**config.mk**
```make
export PLATFORM = sky130hd
export DESIGN_NAME = go_back_n_receiver_checksum_flat
export DESIGN_NICKNAME = d
export VERILOG_FILES = /design/src/rtl/gbnrc_pkg.sv /design/src/rtl/gbnrc_chan_if.sv /design/src/rtl/gbnrc_in_stage.sv /design/src/rtl/gbnrc_out_stage.sv /design/src/rtl/gbnrc_core.sv /design/src/rtl/go_back_n_receiver_checksum.sv /design/src/flat_wrapper.sv
export SDC_FILE = /design/constraint.sdc
export NUM_CORES = 1
export LEC_CHECK = 0
export BUFFER_PORTS_ARGS = -buffer_cell sky130_fd_sc_hd__buf_2
export CORE_ASPECT_RATIO = 0.75
export CORE_MARGIN = 2
export CORE_UTILIZATION = 30
export CTS_CLUSTER_DIAMETER = 30
export DETAILED_ROUTE_END_ITERATION = 16
export GPL_TIMING_DRIVEN = 0
export PLACE_DENSITY = 0.56
export SLEW_MARGIN = 15
export SYNTH_ARGS = -nofsm -noshare
export SYNTH_HDL_FRONTEND = slang
export SYNTH_SLANG_ARGS = --single-unit
```
**constraint.sdc**
```tcl
create_clock -name i_clk -period 12.63 [get_ports i_clk]
set_clock_uncertainty 0.15 [all_clocks]
set_input_delay 2.526 -clock i_clk [delete_from_list [all_inputs] [get_ports i_clk]]
set_output_delay 2.526 -clock i_clk [all_outputs]
set_load 0.02 [all_outputs]
```
**src/rtl/gbnrc_pkg.sv**
```systemverilog
// shared types, constants and checksum helpers for the go-back-n receiver
// no dependencies; used by the interfaces and every module of the block
`default_nettype none

package gbnrc_pkg;

    localparam int HEADER_WORDS = 6;
    localparam int POS_W        = $clog2(HEADER_WORDS + 1);
    localparam int WORD_W       = 16;

    // header word positions
    localparam int HDR_ACK   = 0;
    localparam int HDR_SEQ   = 1;
    localparam int HDR_LEN   = 2;
    localparam int HDR_FLAGS = 4;
    localparam int HDR_TAG   = 5;

    localparam logic [WORD_W-1:0] TAG_DATA    = 16'd3;
    localparam logic [WORD_W-1:0] FLAG_END    = 16'd4;
    localparam logic [WORD_W-1:0] FLAG_RESEND = 16'd1;
    localparam logic [WORD_W-1:0] SUM_GOOD    = 16'hffff;

    typedef enum logic [2:0] {
        VERDICT_ACCEPT   = 3'd0,
        VERDICT_OOO      = 3'd1,
        VERDICT_CSUM_ERR = 3'd2,
        VERDICT_NOT_DATA = 3'd3,
        VERDICT_CLOSED   = 3'd4
    } t_verdict;

    typedef struct packed {
        logic [WORD_W-1:0] word;
        logic              last;
    } t_in_item;

    typedef struct packed {
        t_verdict          verdict;
        logic [WORD_W-1:0] reply_ack;
        logic [WORD_W-1:0] reply_seq;
        logic [WORD_W-1:0] reply_flag;
        logic [WORD_W-1:0] reply_checksum;
        logic              send_reply;
        logic [WORD_W-1:0] payload_length;
        logic              transfer_done;
    } t_out_item;

    // one's-complement add with end-around carry
    function automatic logic [WORD_W-1:0] oc_add(input logic [WORD_W-1:0] a,
                                                 input logic [WORD_W-1:0] b);
        logic [WORD_W:0] s;
        s = {1'b0, a} + {1'b0, b};
        return s[WORD_W] ? (s[WORD_W-1:0] + 16'd1) : s[WORD_W-1:0];
    endfunction

    // inverted one's-complement sum over ack, seq, 0, 0, flag, tag
    // plain sum then two carry folds; tag is nonzero so the fold never gives zero
    function automatic logic [WORD_W-1:0] reply_csum(input logic [WORD_W-1:0] ack,
                                                     input logic [WORD_W-1:0] seq,
                                                     input logic [WORD_W-1:0] flag);
        logic [WORD_W+1:0] t;
        logic [WORD_W:0]   f1;
        logic [WORD_W-1:0] f2;
        t  = {2'b00, ack} + {2'b00, seq} + {2'b00, flag} + {2'b00, TAG_DATA};
        f1 = {1'b0, t[WORD_W-1:0]} + {15'd0, t[WORD_W+1:WORD_W]};
        f2 = f1[WORD_W-1:0] + {15'd0, f1[WORD_W]};
        return ~f2;
    endfunction

endpackage

`default_nettype wire

```
**src/rtl/gbnrc_chan_if.sv**
```systemverilog
// valid/ready channel interfaces for packet words and verdicts
// depends on gbnrc_pkg for the payload structs
`default_nettype none

interface gbnrc_pkt_if;
    import gbnrc_pkg::*;

    logic     valid;
    logic     ready;
    t_in_item data;

    modport source (output valid, output data, input ready);
    modport sink   (input valid, input data, output ready);
endinterface

interface gbnrc_res_if;
    import gbnrc_pkg::*;

    logic      valid;
    logic      ready;
    t_out_item data;

    modport source (output valid, output data, input ready);
    modport sink   (input valid, input data, output ready);
endinterface

`default_nettype wire

```
**src/rtl/gbnrc_in_stage.sv**
```systemverilog
// input register for packet words
// depends on gbnrc_pkg and gbnrc_pkt_if
`default_nettype none

module gbnrc_in_stage (
    input  wire                  i_clk,
    input  wire                  i_rst_n,
    gbnrc_pkt_if.sink            i_pkt,
    input  wire                  i_take,
    output logic                 o_valid,
    output gbnrc_pkg::t_in_item  o_item
);
    import gbnrc_pkg::*;

    logic     r_valid;
    t_in_item r_item;
    logic     w_load;

    assign i_pkt.ready = !r_valid || i_take;
    assign w_load      = i_pkt.valid && i_pkt.ready;

    always_ff @(posedge i_clk) begin
        if (!i_rst_n) begin
            r_valid <= 1'b0;
        end else if (w_load) begin
            r_valid <= 1'b1;
        end else if (i_take) begin
            r_valid <= 1'b0;
        end
    end

    always_ff @(posedge i_clk) begin
        if (w_load) begin
            r_item <= i_pkt.data;
        end
    end

    assign o_valid = r_valid;
    assign o_item  = r_item;
endmodule

`default_nettype wire

```
**src/rtl/gbnrc_out_stage.sv**
```systemverilog
// output register holding one verdict transaction
// depends on gbnrc_pkg and gbnrc_res_if
`default_nettype none

module gbnrc_out_stage (
    input  wire                  i_clk,
    input  wire                  i_rst_n,
    input  wire                  i_load,
    input  gbnrc_pkg::t_out_item i_item,
    output logic                 o_free,
    gbnrc_res_if.source          o_res
);
    import gbnrc_pkg::*;

    logic      r_valid;
    t_out_item r_item;

    assign o_free = !r_valid || o_res.ready;

    always_ff @(posedge i_clk) begin
        if (!i_rst_n) begin
            r_valid <= 1'b0;
        end else if (i_load) begin
            r_valid <= 1'b1;
        end else if (o_res.ready) begin
            r_valid <= 1'b0;
        end
    end

    always_ff @(posedge i_clk) begin
        if (i_load) begin
            r_item <= i_item;
        end
    end

    assign o_res.valid = r_valid;
    assign o_res.data  = r_item;
endmodule

`default_nettype wire

```
**src/rtl/gbnrc_core.sv**
```systemverilog
// per-word checksum, header capture, sequence tracking and verdict logic
// depends on gbnrc_pkg
`default_nettype none

module gbnrc_core (
    input  wire                   i_clk,
    input  wire                   i_rst_n,
    input  wire                   i_valid,
    input  gbnrc_pkg::t_in_item   i_item,
    input  wire                   i_out_free,
    output logic                  o_take,
    output logic                  o_res_valid,
    output gbnrc_pkg::t_out_item  o_res_item
);
    import gbnrc_pkg::*;

    logic [WORD_W-1:0] r_sum;
    logic [POS_W-1:0]  r_pos;
    logic [WORD_W-1:0] r_hdr [HEADER_WORDS];
    logic [WORD_W-1:0] r_exp_seq;
    logic              r_closed;

    logic [WORD_W-1:0] n_sum;
    logic [POS_W-1:0]  n_pos;
    logic [WORD_W-1:0] n_exp_seq;
    logic              n_closed;

    logic [WORD_W-1:0] w_sum_word;
    logic [WORD_W-1:0] w_hdr [HEADER_WORDS];
    logic              w_hdr_wr;
    logic [WORD_W-1:0] w_ack;
    logic [WORD_W-1:0] w_seq;
    logic [WORD_W-1:0] w_flag;
    t_out_item         w_res;

    // a last word needs room in the output register, other words never stall
    assign o_take      = i_valid && (!i_item.last || i_out_free);
    assign o_res_valid = o_take && i_item.last;

    assign w_sum_word = oc_add(r_sum, i_item.word);
    assign w_hdr_wr   = !r_closed && (r_pos < POS_W'(HEADER_WORDS));

    // header as seen including the current word
    always_comb begin
        for (int i = 0; i < HEADER_WORDS; i++) begin
            w_hdr[i] = (w_hdr_wr && r_pos == POS_W'(i)) ? i_item.word : r_hdr[i];
        end
    end

    always_comb begin
        w_res         = '0;
        w_res.verdict = VERDICT_ACCEPT;
        w_ack         = w_hdr[HDR_ACK] + 16'd1;
        w_seq         = r_exp_seq;
        w_flag        = w_hdr[HDR_FLAGS];
        n_exp_seq     = r_exp_seq;
        n_closed      = r_closed;

        priority if (r_closed) begin
            w_res.verdict = VERDICT_CLOSED;
        end else if (w_sum_word != SUM_GOOD) begin
            w_res.verdict = VERDICT_CSUM_ERR;
            n_closed      = 1'b1;
        end else if (w_hdr[HDR_TAG] != TAG_DATA) begin
            w_res.verdict = VERDICT_NOT_DATA;
        end else if (w_hdr[HDR_ACK] == r_exp_seq) begin
            w_res.verdict        = VERDICT_ACCEPT;
            w_res.send_reply     = 1'b1;
            w_res.payload_length = w_hdr[HDR_LEN];
            w_res.transfer_done  = (w_hdr[HDR_FLAGS] == FLAG_END);
            n_exp_seq            = w_ack;
            n_closed             = (w_hdr[HDR_FLAGS] == FLAG_END);
        end else begin
            w_res.verdict    = VERDICT_OOO;
            w_res.send_reply = 1'b1;
            w_ack            = r_exp_seq - 16'd1;
            w_seq            = w_hdr[HDR_SEQ];
            w_flag           = FLAG_RESEND;
        end

        if (w_res.send_reply) begin
            w_res.reply_ack      = w_ack;
            w_res.reply_seq      = w_seq;
            w_res.reply_flag     = w_flag;
            w_res.reply_checksum = reply_csum(w_ack, w_seq, w_flag);
        end
    end

    assign o_res_item = w_res;

    always_comb begin
        n_sum = r_closed ? r_sum : w_sum_word;
        n_pos = w_hdr_wr ? (r_pos + POS_W'(1)) : r_pos;
        if (i_item.last) begin
            n_sum = '0;
            n_pos = '0;
        end
    end

    always_ff @(posedge i_clk) begin
        if (!i_rst_n) begin
            r_sum     <= '0;
            r_pos     <= '0;
            r_exp_seq <= '0;
            r_closed  <= 1'b0;
        end else if (o_take) begin
            r_sum <= n_sum;
            r_pos <= n_pos;
            if (i_item.last) begin
                r_exp_seq <= n_exp_seq;
                r_closed  <= n_closed;
            end
        end
    end

    always_ff @(posedge i_clk) begin
        if (o_take && w_hdr_wr) begin
            r_hdr[r_pos] <= i_item.word;
        end
    end

    a_closed_sticky: assert property (@(posedge i_clk) disable iff (!i_rst_n)
        r_closed |=> r_closed)
        else $error("receiver reopened without reset");

    a_seq_only_on_accept: assert property (@(posedge i_clk) disable iff (!i_rst_n)
        ($past(i_rst_n) && !$stable(r_exp_seq)) |->
            $past(o_res_valid && (o_res_item.verdict == VERDICT_ACCEPT)))
        else $error("expected sequence moved without an accepted packet");

    a_pos_cleared: assert property (@(posedge i_clk) disable iff (!i_rst_n)
        o_res_valid |=> (r_pos == '0) && (r_sum == '0))
        else $error("packet state not cleared after verdict");

    a_done_closes: assert property (@(posedge i_clk) disable iff (!i_rst_n)
        (o_res_valid && o_res_item.transfer_done) |=> r_closed)
        else $error("end of transfer did not close the receiver");
endmodule

`default_nettype wire

```
**src/rtl/go_back_n_receiver_checksum.sv**
```systemverilog
// go-back-n receiver top level: input register, verdict core, output register
// depends on gbnrc_pkg, gbnrc_chan_if, gbnrc_in_stage, gbnrc_core, gbnrc_out_stage
//
// usage
//   i_pkt carries one 16-bit packet word per transaction, header words first
//   (ack, seq, length, checksum, flags, tag), last marks the final word
//   o_res carries one verdict transaction per packet, built on its last word:
//   verdict, reply header fields with reply checksum, send flag, payload
//   length and end-of-transfer flag
//   verdicts go to the output register behind o_res; throughput is one word
//   per cycle while no last word waits for that register, each word taking one
//   end-around-carry add plus header capture between the two registers
//   reset clears the running sum, word position, expected sequence (zero)
//   and the closed flag; header words are not cleared and hold whatever the
//   previous packets left
//   when o_res stalls, non-last words keep streaming into the checksum; a
//   last word waits in the input register until the output register frees,
//   and i_pkt.ready drops only then
//   after a checksum error or an accepted end packet the receiver is closed:
//   words are ignored and each packet end gives a closed verdict, no reply
`default_nettype none

module go_back_n_receiver_checksum (
    input  wire          i_clk,
    input  wire          i_rst_n,
    gbnrc_pkt_if.sink    i_pkt,
    gbnrc_res_if.source  o_res
);
    import gbnrc_pkg::*;

    // word held in the input register
    logic      w_in_valid;
    t_in_item  w_in_item;
    // core to output register
    logic      w_take;
    logic      w_res_valid;
    t_out_item w_res_item;
    logic      w_out_free;

    gbnrc_in_stage u_in_stage (
        .i_clk   (i_clk),
        .i_rst_n (i_rst_n),
        .i_pkt   (i_pkt),
        .i_take  (w_take),
        .o_valid (w_in_valid),
        .o_item  (w_in_item)
    );

    // checksum, header capture and verdict in one pass per word
    gbnrc_core u_core (
        .i_clk       (i_clk),
        .i_rst_n     (i_rst_n),
        .i_valid     (w_in_valid),
        .i_item      (w_in_item),
        .i_out_free  (w_out_free),
        .o_take      (w_take),
        .o_res_valid (w_res_valid),
        .o_res_item  (w_res_item)
    );

    // result held here so the input side keeps moving while o_res stalls
    gbnrc_out_stage u_out_stage (
        .i_clk   (i_clk),
        .i_rst_n (i_rst_n),
        .i_load  (w_res_valid),
        .i_item  (w_res_item),
        .o_free  (w_out_free),
        .o_res   (o_res)
    );
endmodule

`default_nettype wire
```
**src/flat_wrapper.sv**
```systemverilog
// flat-port wrapper written by rule: the top's interface ports become plain ports
module go_back_n_receiver_checksum_flat import gbnrc_pkg::*;
  (i_clk, i_rst_n, i_pkt_valid, i_pkt_data, i_pkt_ready, o_res_valid, o_res_data, o_res_ready);
  gbnrc_pkt_if i_pkt_i ();
  gbnrc_res_if o_res_i ();
  input  wire i_clk;
  input  wire i_rst_n;
  input wire logic [$bits(i_pkt_i.valid)-1:0] i_pkt_valid;
  input wire logic [$bits(i_pkt_i.data)-1:0] i_pkt_data;
  output wire logic [$bits(i_pkt_i.ready)-1:0] i_pkt_ready;
  output wire logic [$bits(o_res_i.valid)-1:0] o_res_valid;
  output wire logic [$bits(o_res_i.data)-1:0] o_res_data;
  input wire logic [$bits(o_res_i.ready)-1:0] o_res_ready;
  assign i_pkt_i.valid = i_pkt_valid;
  assign i_pkt_i.data = i_pkt_data;
  assign i_pkt_ready = i_pkt_i.ready;
  assign o_res_valid = o_res_i.valid;
  assign o_res_data = o_res_i.data;
  assign o_res_i.ready = o_res_ready;
  go_back_n_receiver_checksum u_core (.i_clk(i_clk), .i_rst_n(i_rst_n), .i_pkt(i_pkt_i), .o_res(o_res_i));
endmodule
```
After elaboration in Yosys (flattened, before gate mapping) --
Memory sizes are Yosys's and may differ from the RTL's. Cells that the tools add are included.
Storage, ports and cells: register bits after elaboration 140, bits in writable memories 96, bits of input ports 21, logic and storage cells 109, memories kept 1
Cells by class: $add $sub $neg 10, order comparisons 1, eq/ne operators 9, muxes and demuxes 39, bitwise logic cells 5, reduce and logical (&&, ||, !) cells 27
Memories:
- u_core.u_core.r_hdr | depth 6, bits a word 16, rd ports 5, clocked after Yosys merged registers in 0, write ports 1, RTL line gbnrc_core.sv:19 | logic [WORD_W-1:0] r_hdr [HEADER_WORDS];
Operators by type and width (number):
- two-way mux 16 bit | 20
- two-way mux 18 bit | 3
- adder 16 x 16 -> 17 bit | 2
- adder 16 x 1 -> 16 bit (second input constant) | 2
- adder 17 x 16 -> 18 bit | 1
- adder 18 x 2 -> 18 bit (second input constant) | 1
- adder 16 x 2 -> 17 bit | 1
- two-way mux 17 bit | 1
- adder 16 x 1 -> 16 bit | 1
- equality test 16 bit | 1
- equality test 16 x 3 -> 1 bit (second input constant) | 1
- != test 16 bit (second input constant) | 1
- != test 16 x 2 -> 1 bit (second input constant) | 1
- NOT 16 bit | 1
- subtractor 16 x 1 -> 16 bit (second input constant) | 1
- two-way mux 1 bit | 11
- logical AND 1 bit | 10
- equality test 3 bit (second input constant) | 2
- two-way mux 3 bit | 2
- AND reduction 2 bit | 3
- AND reduction 6 bit | 1
- nonzero test 2 bit | 3
- zero test 1 bit | 4
- two-way mux 2 bit | 2
- 10 further kinds | 15

Depth between registers and ports, before layout --
word-level depth 15, depth in mapped cells 48, gate-level depth less buffers 44

Cells and area by module --
From an unflattened synthesis, not the netlist that was laid out.
Unflattened totals: cells, all modules 1283, area total of the unflattened synthesis 13499.2 um2
Modules (own cells, without submodules):
- gbnrc_core | times used 1, cells each 1172, area an instance 10329.9 um2, sequential area each 3123.0 um2
- gbnrc_out_stage | times used 1, cells each 89, area an instance 2601.2 um2, sequential area each 2572.5 um2
- gbnrc_in_stage | times used 1, cells each 22, area an instance 568.0 um2, sequential area each 530.5 um2

Worst setup path after synthesis --
No wires, ideal clock.
path type register -> register, start register u_core.u_in_stage.r_item (netlist bit u_core.u_in_stage.o_item[1]), end register u_core.u_out_stage.r_item (netlist bit u_core.u_out_stage.o_res.data[32]), data pin, setup time 0.266 ns, arrival time 10.153 ns, data required time 12.214 ns, setup slack 2.061 ns, stages on the path, launching flop included 46, clock period less this slack 10.569 ns, path through edfxtp_1 ha_1 inv_1 fa_1 and2b_1 o311ai_2 o21ai_1 xor2_1 nand4_1 nor4b_1 xor2_1 or4_1 buf_2 nor4b_4 buf_4 mux2_2 fa_1 ha_1 (+10 left out) xnor2_1 ha_1 fa_1 o2111ai_1 nor4_1 nand3_1 nor2_1 nand3_1 nor4_1 ha_1 ha_1 nand2_1 nor3_1 nor4bb_1 and3_1 a41oi_1 xor2_1 nor2_1
Between the ends: word-level cells in the longest chain between the ends 12, elaborated cells between the ends (all ways) 32
Ends and longest elaborated chain:
- from (decl) | RTL line gbnrc_in_stage.sv:16 | t_in_item r_item;
- from (signal assigned) | RTL line gbnrc_in_stage.sv:34 | r_item <= i_pkt.data;
- adder 16 x 16 -> 17 bit / two-way mux 16 bit (equally long branches) | RTL line gbnrc_pkg.sv:51, gbnrc_core.sv:46
- adder 16 x 1 -> 16 bit / equality test 16 bit (equally long branches) | RTL line gbnrc_pkg.sv:52, gbnrc_core.sv:66
- two-way mux 16 bit (on tied branches) | RTL line gbnrc_pkg.sv:52, gbnrc_core.sv:66
- != test 16 bit / two-way mux 16 bit (equally long branches) | RTL line gbnrc_core.sv:61, gbnrc_core.sv:64
- two-way mux 16 bit * | RTL line gbnrc_core.sv:61 | end else if (w_sum_word != SUM_GOOD) begin
- two-way mux 16 bit * | RTL line gbnrc_core.sv:59 | priority if (r_closed) begin
- named net u_core.u_core.w_seq[6] | RTL line gbnrc_core.sv:32 | logic [WORD_W-1:0] w_seq;
- adder 16 x 16 -> 17 bit * | RTL line gbnrc_pkg.sv:63 | t = {2'b00, ack} + {2'b00, seq} + {2'b00, flag} + {2'b00, TAG_DATA};
- adder 17 x 16 -> 18 bit * | RTL line gbnrc_pkg.sv:63
- adder 18 x 2 -> 18 bit * | RTL line gbnrc_pkg.sv:63
- adder 16 x 2 -> 17 bit * | RTL line gbnrc_pkg.sv:64 | f1 = {1'b0, t[WORD_W-1:0]} + {15'd0, t[WORD_W+1:WORD_W]};
- adder 16 x 1 -> 16 bit * | RTL line gbnrc_pkg.sv:65 | f2 = f1[WORD_W-1:0] + {15'd0, f1[WORD_W]};
- NOT 16 bit * | RTL line gbnrc_pkg.sv:66 | return ~f2;
- to (signal assigned) | RTL line gbnrc_out_stage.sv:32 | r_item <= i_item;
- to (decl) | RTL line gbnrc_out_stage.sv:16 | t_out_item r_item;
The timed path passes the listed nets; every way through them passes the cells marked *. A chain may end at the register's enable or synchronous reset.

Worst setup path after layout --
start register u_core.u_in_stage.r_item (netlist bit u_core.u_in_stage.o_item[1]), end register u_core.u_out_stage.r_item (netlist bit u_core.u_out_stage.o_res.data[33]), data pin
Between the ends: word-level cells in the longest chain between the ends 12, elaborated cells between the ends (all ways) 32
Ends and longest elaborated chain:
- adder 16 x 16 -> 17 bit / two-way mux 16 bit (equally long branches) | RTL line gbnrc_pkg.sv:51, gbnrc_core.sv:46
- adder 16 x 1 -> 16 bit, or another cell as far along | RTL line gbnrc_pkg.sv:52 | return s[WORD_W] ? (s[WORD_W-1:0] + 16'd1) : s[WORD_W-1:0];
- two-way mux 16 bit (on tied branches) | RTL line gbnrc_pkg.sv:52, gbnrc_core.sv:66
- != test 16 bit / two-way mux 16 bit (equally long branches) | RTL line gbnrc_core.sv:61, gbnrc_core.sv:64
- two-way mux 16 bit | RTL line gbnrc_core.sv:61
- two-way mux 16 bit | RTL line gbnrc_core.sv:59
- adder 16 x 16 -> 17 bit | RTL line gbnrc_pkg.sv:63
- adder 17 x 16 -> 18 bit | RTL line gbnrc_pkg.sv:63
- adder 18 x 2 -> 18 bit | RTL line gbnrc_pkg.sv:63
- adder 16 x 2 -> 17 bit | RTL line gbnrc_pkg.sv:64
- adder 16 x 1 -> 16 bit | RTL line gbnrc_pkg.sv:65
- NOT 16 bit | RTL line gbnrc_pkg.sv:66
Several ways; a longest one is shown, not always the timed one.

==> run metrics <==
outcome completed; crit path kind reg2reg; crit end category flip-flop; sequential cell area 6230 um2; P_sw 0.000733 W; share of the synthesized area in the top cell type 0.416; fin crit period 11.89 ns; Synth area leader edfxtp_1; Rel. slew slack 0.295; clock sinks 220; Post-synth EDFFs 182; Synth area leaders edfxtp_1, dfxtp_1, ha_1; Synth Register Bits 220; die height 185 um; Fin. Hold Viols 0; row count 66; CP max-delay cell a211oi_1; Setup-failing EPs final 0; Post-synth top cells edfxtp_1, nor2_1, a21oi_1; Die Wd 246 um; fin. max-slew vios 0; P&R area growth vs syn 26.2%; share of cells above drive strength 1 0.209; Setup crit start kind flip-flop; Post-synth ARST share 0; Final #Nets 1494; gr ovfl total 0; H-Tree Depth 2; switch share 0.280; Post-Syn Area 13100 um2; Syn Inst Count 1210; worst-margin pin slew 1.04 ns; clk buf depth 3; power per cell area 158 nW/um2; Synth Flop Type edfxtp_1; fin crit share 0.941; WHS 0.359 ns; diode count 0; Core Box Area 43300 um2; Pleak 6.20 nW; Via density 5.21; Yosys cell types 71; critical path's top delay family compound AO/OA/AOI/OAI gates; CP max stage delay 0.63 ns; TNS Setup 0 ns; Multi-input gate area 6660 um2; wire length per cell 19.7 um; CTS Root Buffer Type clkbuf_16; Power Internal 0.00188 W; clock tree from TritonCTS done; Initial Util 0.303; Finished Layout Cells 2013; Post-DRT Antenna Nets 0; Syn Area/Cell 10.9 um2; clock share of power 0.512; Detail Placement HPWL 28.6 mm; Pre-Repair DR Iteration Count 5; DR iter-0 viols 852; buffers and inverters on the worst path 6; Reg power frac 0.311; overall routing resource usage 0.173; most used cell, CP ha_1; Crit path required time 12.88 ns; Buffers on Ports 107; vias 10500; Hold Buf Count CTS 0; largest net degree at the start of global routing 52; placed cell count 1906; initial antenna violation count 1; routability cong. 0.888; I/O Pins 108; # Max-Cap Violations 0; maximum clock frequency 84.1 MHz; Die ar. 45500 um2; layout filler cell count 4287; VDD IR max 0.0984 mV; Comb pwr share 0.177; CTS Buf Count 50; Syn. warnings 0; worst hold path class reg2reg; Critical Path Fanout Max 10; register area share after synthesis 0.474; top-count cell post-synth edfxtp_1; global-route wire length before repair 59.9 mm; Final Util 0.383; WL final 39.6 mm; DRC 0; Mapped Nets 1309; vias in the first global route 10000; Clock Latency Late Sink 0.58 ns; CP arrival 12.14 ns; clk slew on worst S/H paths 0.05 ns
[per-stage QoR]
stage                     cell area (um2)  power [W]  setup slack [ns]
after floorplan                     13100    0.00115              2.06
after global placement              14400    0.00124            -0.806
after detailed placement            14500    0.00125            -0.852
after CTS                           16400    0.00261            0.0237
after global routing                16600    0.00273           -0.0458
final                               16600    0.00262             0.741
[final cells by class]
type	count	share of cell area
tap	578	0.0436
timing repair buffer	133	0.0448
inverter	40	0.00921
clock inverter	34	0.0284
multi-input combinational	882	0.402
clock buffer	58	0.0786
sequential	220	0.376
buffer	68	0.0175
[cell usage in the layout (no fill, tap or decap), types with 10 or more instances in the layout]
cell type	netlist	final
nand4b_1	16	16
clkbuf_16	0	51
a22oi_1	13	13
buf_4	2	20
a21o_1	10	10
nand3_1	30	29
nor4_1	25	19
xnor2_1	72	69
clkbuf_1	55	61
inv_1	39	38
nor2_1	95	94
nor3b_1	12	10
edfxtp_1	182	182
xor2_1	35	33
a21oi_1	74	73
nand2_1	72	72
mux2i_1	67	67
fa_1	18	18
clkinvlp_4	0	10
a211oi_1	20	18
buf_2	6	117
dfxtp_1	38	38
mux2_2	31	31
ha_1	60	60
o21ai_0	41	37
nor3_1	56	53
[worst min-delay path: cells and delay by family (launching register included)]
family | cells | cell delay [ns]
AO/OA/AOI/OAI | 1 | 0.05
flip-flops | 1 | 0.34
AND/OR/NAND/NOR | 1 | 0.07
[state kept, by name, indices dropped and copies added, names as in the netlist]
signal / cells
u_core.u_core.r_closed: 1
u_core.u_core.r_exp_seq: 16
u_core.u_core.r_hdr: 80
u_core.u_core.r_pos: 3
u_core.u_core.r_sum: 16
u_core.u_in_stage.o_item: 17
u_core.u_in_stage.o_valid: 1
u_core.u_out_stage.o_res.data: 85
u_core.u_out_stage.o_res.valid: 1
[power by group through the flow]
stage                     combinational, W  clock [W]  sequential [W]
after floorplan                   0.000325          0        0.000826
after CTS                         0.000432    0.00136        0.000817
after detailed placement          0.000417          0        0.000834
after global placement            0.000408          0        0.000836
final                             0.000462    0.00134        0.000814
after global routing              0.000512    0.00140        0.000815
[metal layers]
layer | GRT usage | wire [um]
met5 | 0 | 0
met4 | 0.0444 | 710
met3 | 0.0488 | 3730
met2 | 0.253 | 16600
met1 | 0.250 | 18600
[cell families (layout without fill, tap and decap cells)]
kind of cell,Yosys count,in the layout,synth area share
AOI/OAI and AO/OA,219,219,0.107
xor gates and xnor gates,107,107,0.0714
adders and majority gates,78,78,0.0846
buffers and inverters,108,333,0.0330
DFF,220,220,0.474
muxes,100,100,0.0794
and+or+nand+nor,378,378,0.151
[repair_timing]
item | in CTS | in global routing
buffers inserted | 7 | 8
hold endpoints to repair | 0 | 0
gates resized for setup | 7 | 26
pin swaps | 0 | 5
endpoints found under the setup margin | 9 | 11
[worst paths after layout]
kind | slack (ns) | end | from | cells after the start
setup / recovery | 0.74 | u_core.u_out_stage.o_res.data[33]$_SDFFCE_PN0P_ | u_core.u_in_stage.o_item[1]$_DFFE_PP_ | 42
hold / removal | 0.36 | u_core.u_core.r_sum[11]$_SDFFE_PN0P_ | u_core.u_core.r_sum[11]$_SDFFE_PN0P_ | 2
setup reg to reg | 0.74 | u_core.u_out_stage.o_res.data[33]$_SDFFCE_PN0P_ | u_core.u_in_stage.o_item[1]$_DFFE_PP_ | 42
hold reg to reg | 0.36 | u_core.u_core.r_sum[11]$_SDFFE_PN0P_ | u_core.u_core.r_sum[11]$_SDFFE_PN0P_ | 2
(Power assumes the default switching activity.)
